**config.mk**
```make
export PLATFORM = sky130hd
export DESIGN_NAME = kns_divider
export DESIGN_NICKNAME = d
export VERILOG_FILES = /design/src/rtl/kns_pkg.sv /design/src/rtl/kns_divider.sv
export SDC_FILE = /design/constraint.sdc
export NUM_CORES = 1
export LEC_CHECK = 0
export BUFFER_PORTS_ARGS = -buffer_cell sky130_fd_sc_hd__buf_2
export CAP_MARGIN = 20
export CORE_MARGIN = 2
export CORE_UTILIZATION = 55
export DETAILED_ROUTE_END_ITERATION = 12
export GPL_ROUTABILITY_DRIVEN = 1
export PLACE_DENSITY = 0.81
export SETUP_SLACK_MARGIN = 0.15
export SLEW_MARGIN = 20
export SYNTH_ARGS = -nofsm -noshare
export SYNTH_HDL_FRONTEND = slang
export SYNTH_SLANG_ARGS = --single-unit
```
**constraint.sdc**
```tcl
create_clock -name clk -period 3.5 [get_ports clk]
set_input_delay 0.875 -clock clk [delete_from_list [all_inputs] [get_ports clk]]
set_output_delay 0.875 -clock clk [all_outputs]
set_load 0.01 [all_outputs]
```
**src/rtl/kns_pkg.sv**
```systemverilog
`timescale 1ns / 1ps
// ----------------------------------------------------------------------------
// kns_pkg
// Shared types and constants for the Kepler equation Newton solver.
// ----------------------------------------------------------------------------
package kns_pkg;

	localparam int ANG_W = 36;
	localparam logic signed [ANG_W-1:0] Q30_PI = 36'sd3373259426;
	localparam logic signed [ANG_W-1:0] Q30_TWO_PI = 36'sd6746518852;
	localparam logic signed [ANG_W-1:0] Q30_HALF_PI = 36'sd1686629713;
	localparam logic signed [ANG_W-1:0] CORDIC_GAIN_INV = 36'sd652032874;
	localparam logic signed [ANG_W-1:0] E_MAX = 36'sd4294967295;
	localparam logic [34:0] STEP_CAP = 35'd17179869184;
	localparam logic signed [ANG_W-1:0] Q29_ONE = 36'sd536870912;

	localparam int ECC_W = 16;
	localparam int THR_W = 21;

	typedef enum logic {
		REG_ECC = 1'b0,
		REG_THR = 1'b1
	} reg_idx_t;

	function automatic logic signed [ANG_W-1:0] cordic_angle(input logic [5:0] i);
		logic signed [ANG_W-1:0] r;
		begin
			r = '0;
			case (i)
				6'd0: r = 36'sh03243F6A8;
				6'd1: r = 36'sh01DAC6705;
				6'd2: r = 36'sh00FADBAFC;
				6'd3: r = 36'sh007F56EA6;
				6'd4: r = 36'sh003FEAB76;
				6'd5: r = 36'sh001FFD55B;
				6'd6: r = 36'sh000FFFAAA;
				6'd7: r = 36'sh0007FFF55;
				6'd8: r = 36'sh0003FFFEA;
				6'd9: r = 36'sh0001FFFFD;
				6'd10: r = 36'sh0000FFFFF;
				6'd11: r = 36'sh00007FFFF;
				6'd12: r = 36'sh00003FFFF;
				6'd13: r = 36'sh00001FFFF;
				6'd14: r = 36'sh00000FFFF;
				default: begin
					if (i <= 6'd30)
						r = (36'sd1 <<< (6'd30 - i)) - 36'sd1;
					else
						r = '0;
				end
			endcase
			return r;
		end
	endfunction

endpackage

```
**src/rtl/kns_divider.sv**
```systemverilog
`timescale 1ns / 1ps
// ----------------------------------------------------------------------------
// kns_divider
// Restoring radix-2 divider: 64-bit dividend over 31-bit divisor, one
// quotient bit a cycle, quotient capped to 35 bits by the caller.
// ----------------------------------------------------------------------------
module kns_divider
	import kns_pkg::*;
(
	input  logic        clk,
	input  logic        arst_n,
	input  logic        start,
	input  logic [63:0] dividend,
	input  logic [30:0] divisor,
	output logic        done,
	output logic [63:0] quotient
);

	logic [63:0] quo_q;
	logic [31:0] rem_q;
	logic [30:0] dvs_q;
	logic [6:0]  cnt_q;
	logic        run_q;
	logic [32:0] trial;
	logic [31:0] shifted;

	assign shifted = {rem_q[30:0], quo_q[63]};
	assign trial = {1'b0, shifted} - {2'b0, dvs_q};

	always_ff @(posedge clk or negedge arst_n) begin
		if (!arst_n) begin
			run_q <= 1'b0;
			cnt_q <= '0;
			done  <= 1'b0;
		end else begin
			done <= 1'b0;
			if (start) begin
				run_q <= 1'b1;
				cnt_q <= 7'd64;
			end else if (run_q) begin
				cnt_q <= cnt_q - 7'd1;
				if (cnt_q == 7'd1) begin
					run_q <= 1'b0;
					done  <= 1'b1;
				end
			end
		end
	end

	always_ff @(posedge clk) begin
		if (start) begin
			quo_q <= dividend;
			rem_q <= '0;
			dvs_q <= divisor;
		end else if (run_q) begin
			if (!trial[32]) begin
				rem_q <= trial[31:0];
				quo_q <= {quo_q[62:0], 1'b1};
			end else begin
				rem_q <= shifted;
				quo_q <= {quo_q[62:0], 1'b0};
			end
		end
	end

	assign quotient = quo_q;

endmodule

```
==> results.cfg <==
[sta]
tns_ns = 0
rsz0062_at_grt = false
slew_violations = 0
setup_viol = 0
fmax_mhz = 316
finalHoldViolations = 0
worst_pin_slew_ns = 0.796
fin_crit_ns = 3.16
whs_ns = 0.287
layout_worst_path_cycle_share_pct = 90.3
max_slew_margin_pct = 46.9
clock_skew_ns = 0.00970

[synthesis]
syn_inst = 674
syn_avg_cell_area_um2 = 10.9
yosysTopAreaCellShare_pct = 38.8
synth_warnings = 0
synth.most_common_cell = edfxtp_1
yosysTopAreaCell = edfxtp_1
yosysSeqAreaShare_pct = 50.4
ys_types = 66
yosys-top-cells-count = edfxtp_1 (95), mux2_2 (65), nand2_1 (63), nor2_1 (57), inv_1 (42)
synth_area_um2 = 7340
synth.ff_latch_count = 135
synth_edf_count = 95
async_flop_share_pct = 6.67
synth_flop_cell = edfxtp_1
synthesis.nets = 806
synthTopCellsByArea = edfxtp_1 (39%), mux2_2 (10%), dfxtp_1 (8.4%)

[routing]
vias = 5888
drc = 0
routedWlPerCell_um = 18.0
drtIter0Drc = 476
routed_wl_mm = 18.4
routed_via_density = 5.78
drtPass1Iterations = 5
postRouteAntennaNets = 0

[pwr]
vdd_ir_drop_max_mv = 0.464
cellPowerDensity_nw_per_um2 = 719
leakagePower_uw = 0.00386

[placement]
io_buffers = 162
gp_congestion = 0.958
hpwlAfterDp_mm = 12.9

[layout]
fin_nets = 962
fin_util_pct = 67.4
drive_gt1_share_pct = 33.0
area_delta_synth_final_pct = 20.6
antenna_cells = 0

[die]
die-height_um = 120
coreArea_um2 = 13100
start_util_pct = 55.9
die_area_um2 = 14300
fp-row-count = 42
die_w_um = 120
ios = 163

[cts]
worstSkewPairLatency_ns = 0.43
htreeDepth = 4
cts_hold_buf = 0
clk_path_buf_depth = 2
root_buffer = clkbuf_16
cts.sinks = 135
cts_tree = yes
cts_setup_buffers = 0
numCtsBuffers = 17
cts.reportedPaths.clkPinSlew_ns = 0.06

[setup_path]
r2r_slack_ns = 0.34
crit_path_start_kind = flop
r2r_start = quotient[63]$_DFFE_PP_
cp.arrival_ns = 3.44
crit_fanout = 13
crit_required_ns = 3.78
end_kind = flop
r2r_end = rem_q[15]$_SDFFE_PP0P_
critical_path_class = flop to flop
r2r_cells = 11

[flow_run]
cap_violations = 0

[grt]
grt_pass1_vias = 5956
gr-total-overflow = 0
grtUsageTotal_pct = 26.2
grt_max_degree = 125
antenna_found_initial = 0
grt_pass1_wl_mm = 29.5

[hold_path]
hp-class = input port to asynchronous set/reset pin

[outcome]
status = finished clean
[final cells by class]
| class | count | area (um2) |
|---|---|---|
| clock buffers | 17 | 425 |
| repair buffers | 168 | 871 |
| inverters | 42 | 158 |
| fillers | 1009 | 4280 |
| multi-input cells | 466 | 3350 |
| well taps | 176 | 220 |
| flip-flops and latches | 135 | 3700 |
| clock inverters | 15 | 135 |
[kinds of logic after synthesis]
logic type | Yosys count | synth area share, %
AND/OR/NAND/NOR | 205 | 13.5
adder cells (fa/ha/maj) | 34 | 5.89
XOR/XNOR | 24 | 2.86
buffers and inverters | 74 | 4.24
AO/OA/AOI/OAI | 137 | 13.2
multiplexers | 65 | 9.97
flip-flops | 135 | 50.4
[worst max-delay path: stages, from the launching register on]
cell and delay (ns):
edfxtp_1 0.36, inv_1 0.05, ha_1 0.22, fa_1 0.38, nand2b_1 0.20, a21oi_2 0.20
o21ai_1 0.16, a211o_1 0.35, a21bo_2 0.29, nand3_4 0.23, nor2_1 0.07, a2111oi_1 0.48
[placed cells by master (no fill, tap or decap), types with 9 or more instances in the layout]
| cell | instances |
|---|---|
| a21o_1 | 10 |
| a21oi_1 | 33 |
| a311oi_1 | 17 |
| buf_2 | 161 |
| clkbuf_16 | 17 |
| dfrtp_1 | 9 |
| dfxtp_1 | 31 |
| edfxtp_1 | 95 |
| ha_1 | 33 |
| inv_1 | 42 |
| mux2_2 | 65 |
| nand2_1 | 62 |
| nand3_1 | 21 |
| nor2_1 | 57 |
| nor3_1 | 9 |
| o21ai_0 | 14 |
| xnor2_1 | 18 |
[power by group]
group,internal [uW],leakage [uW],switching [uW]
clock,940,0.000274,770
sequential,2050,0.00134,223
combinational,994,0.00224,1390
total,3980,0.00386,2380
[stage by stage]
step / cell area, um2 / total power [uW] / instances / setup WS, ns
global placement: 8280 / 4530 / 986 / 0.480
global route: 8860 / 6740 / 1019 / 0.214
finish: 8860 / 6370 / 1019 / 0.340
CTS: 8840 / 6330 / 1018 / 0.230
detailed placement: 8280 / 4600 / 986 / 0.266
floorplan: 7340 / 4010 / 674 / 0.414
[repair_timing]
| item | CTS | global route |
|---|---|---|
| hold endpoints to repair | 0 | 0 |
| gates resized for setup | 0 | 1 |
| setup endpoints to repair | 0 | 1 |
[per-layer routing]
metal | share of wire [%] | GRT usage [%]
met1 | 41 | 31.2
met3 | 6.9 | 7.56
met5 | 0 | 0
met2 | 50 | 45.3
met4 | 2.0 | 9.34
[state kept, by name (all words and copies together) (netlist names)]
name / cells
quotient: 64
dvs_q: 31
rem_q: 31
cnt_q: 7
done: 1
run_q: 1
[worst max path at each step]
stage / end / start / depth (start not counted) / slack (ns)
3_3_place_gp: rem_q[15]$_SDFFE_PP0P_ / quotient[63]$_DFFE_PP_ / 11 / 0.48
6_report: rem_q[15]$_SDFFE_PP0P_ / quotient[63]$_DFFE_PP_ / 11 / 0.34
3_5_place_dp: rem_q[15]$_SDFFE_PP0P_ / quotient[63]$_DFFE_PP_ / 11 / 0.27
4_1_cts: rem_q[15]$_SDFFE_PP0P_ / quotient[63]$_DFFE_PP_ / 11 / 0.23
5_1_grt: rem_q[15]$_SDFFE_PP0P_ / quotient[63]$_DFFE_PP_ / 11 / 0.21
2_1_floorplan: quotient[0]$_DFFE_PP_ / start / 3 / 0.41
(Power assumes the default switching activity.)
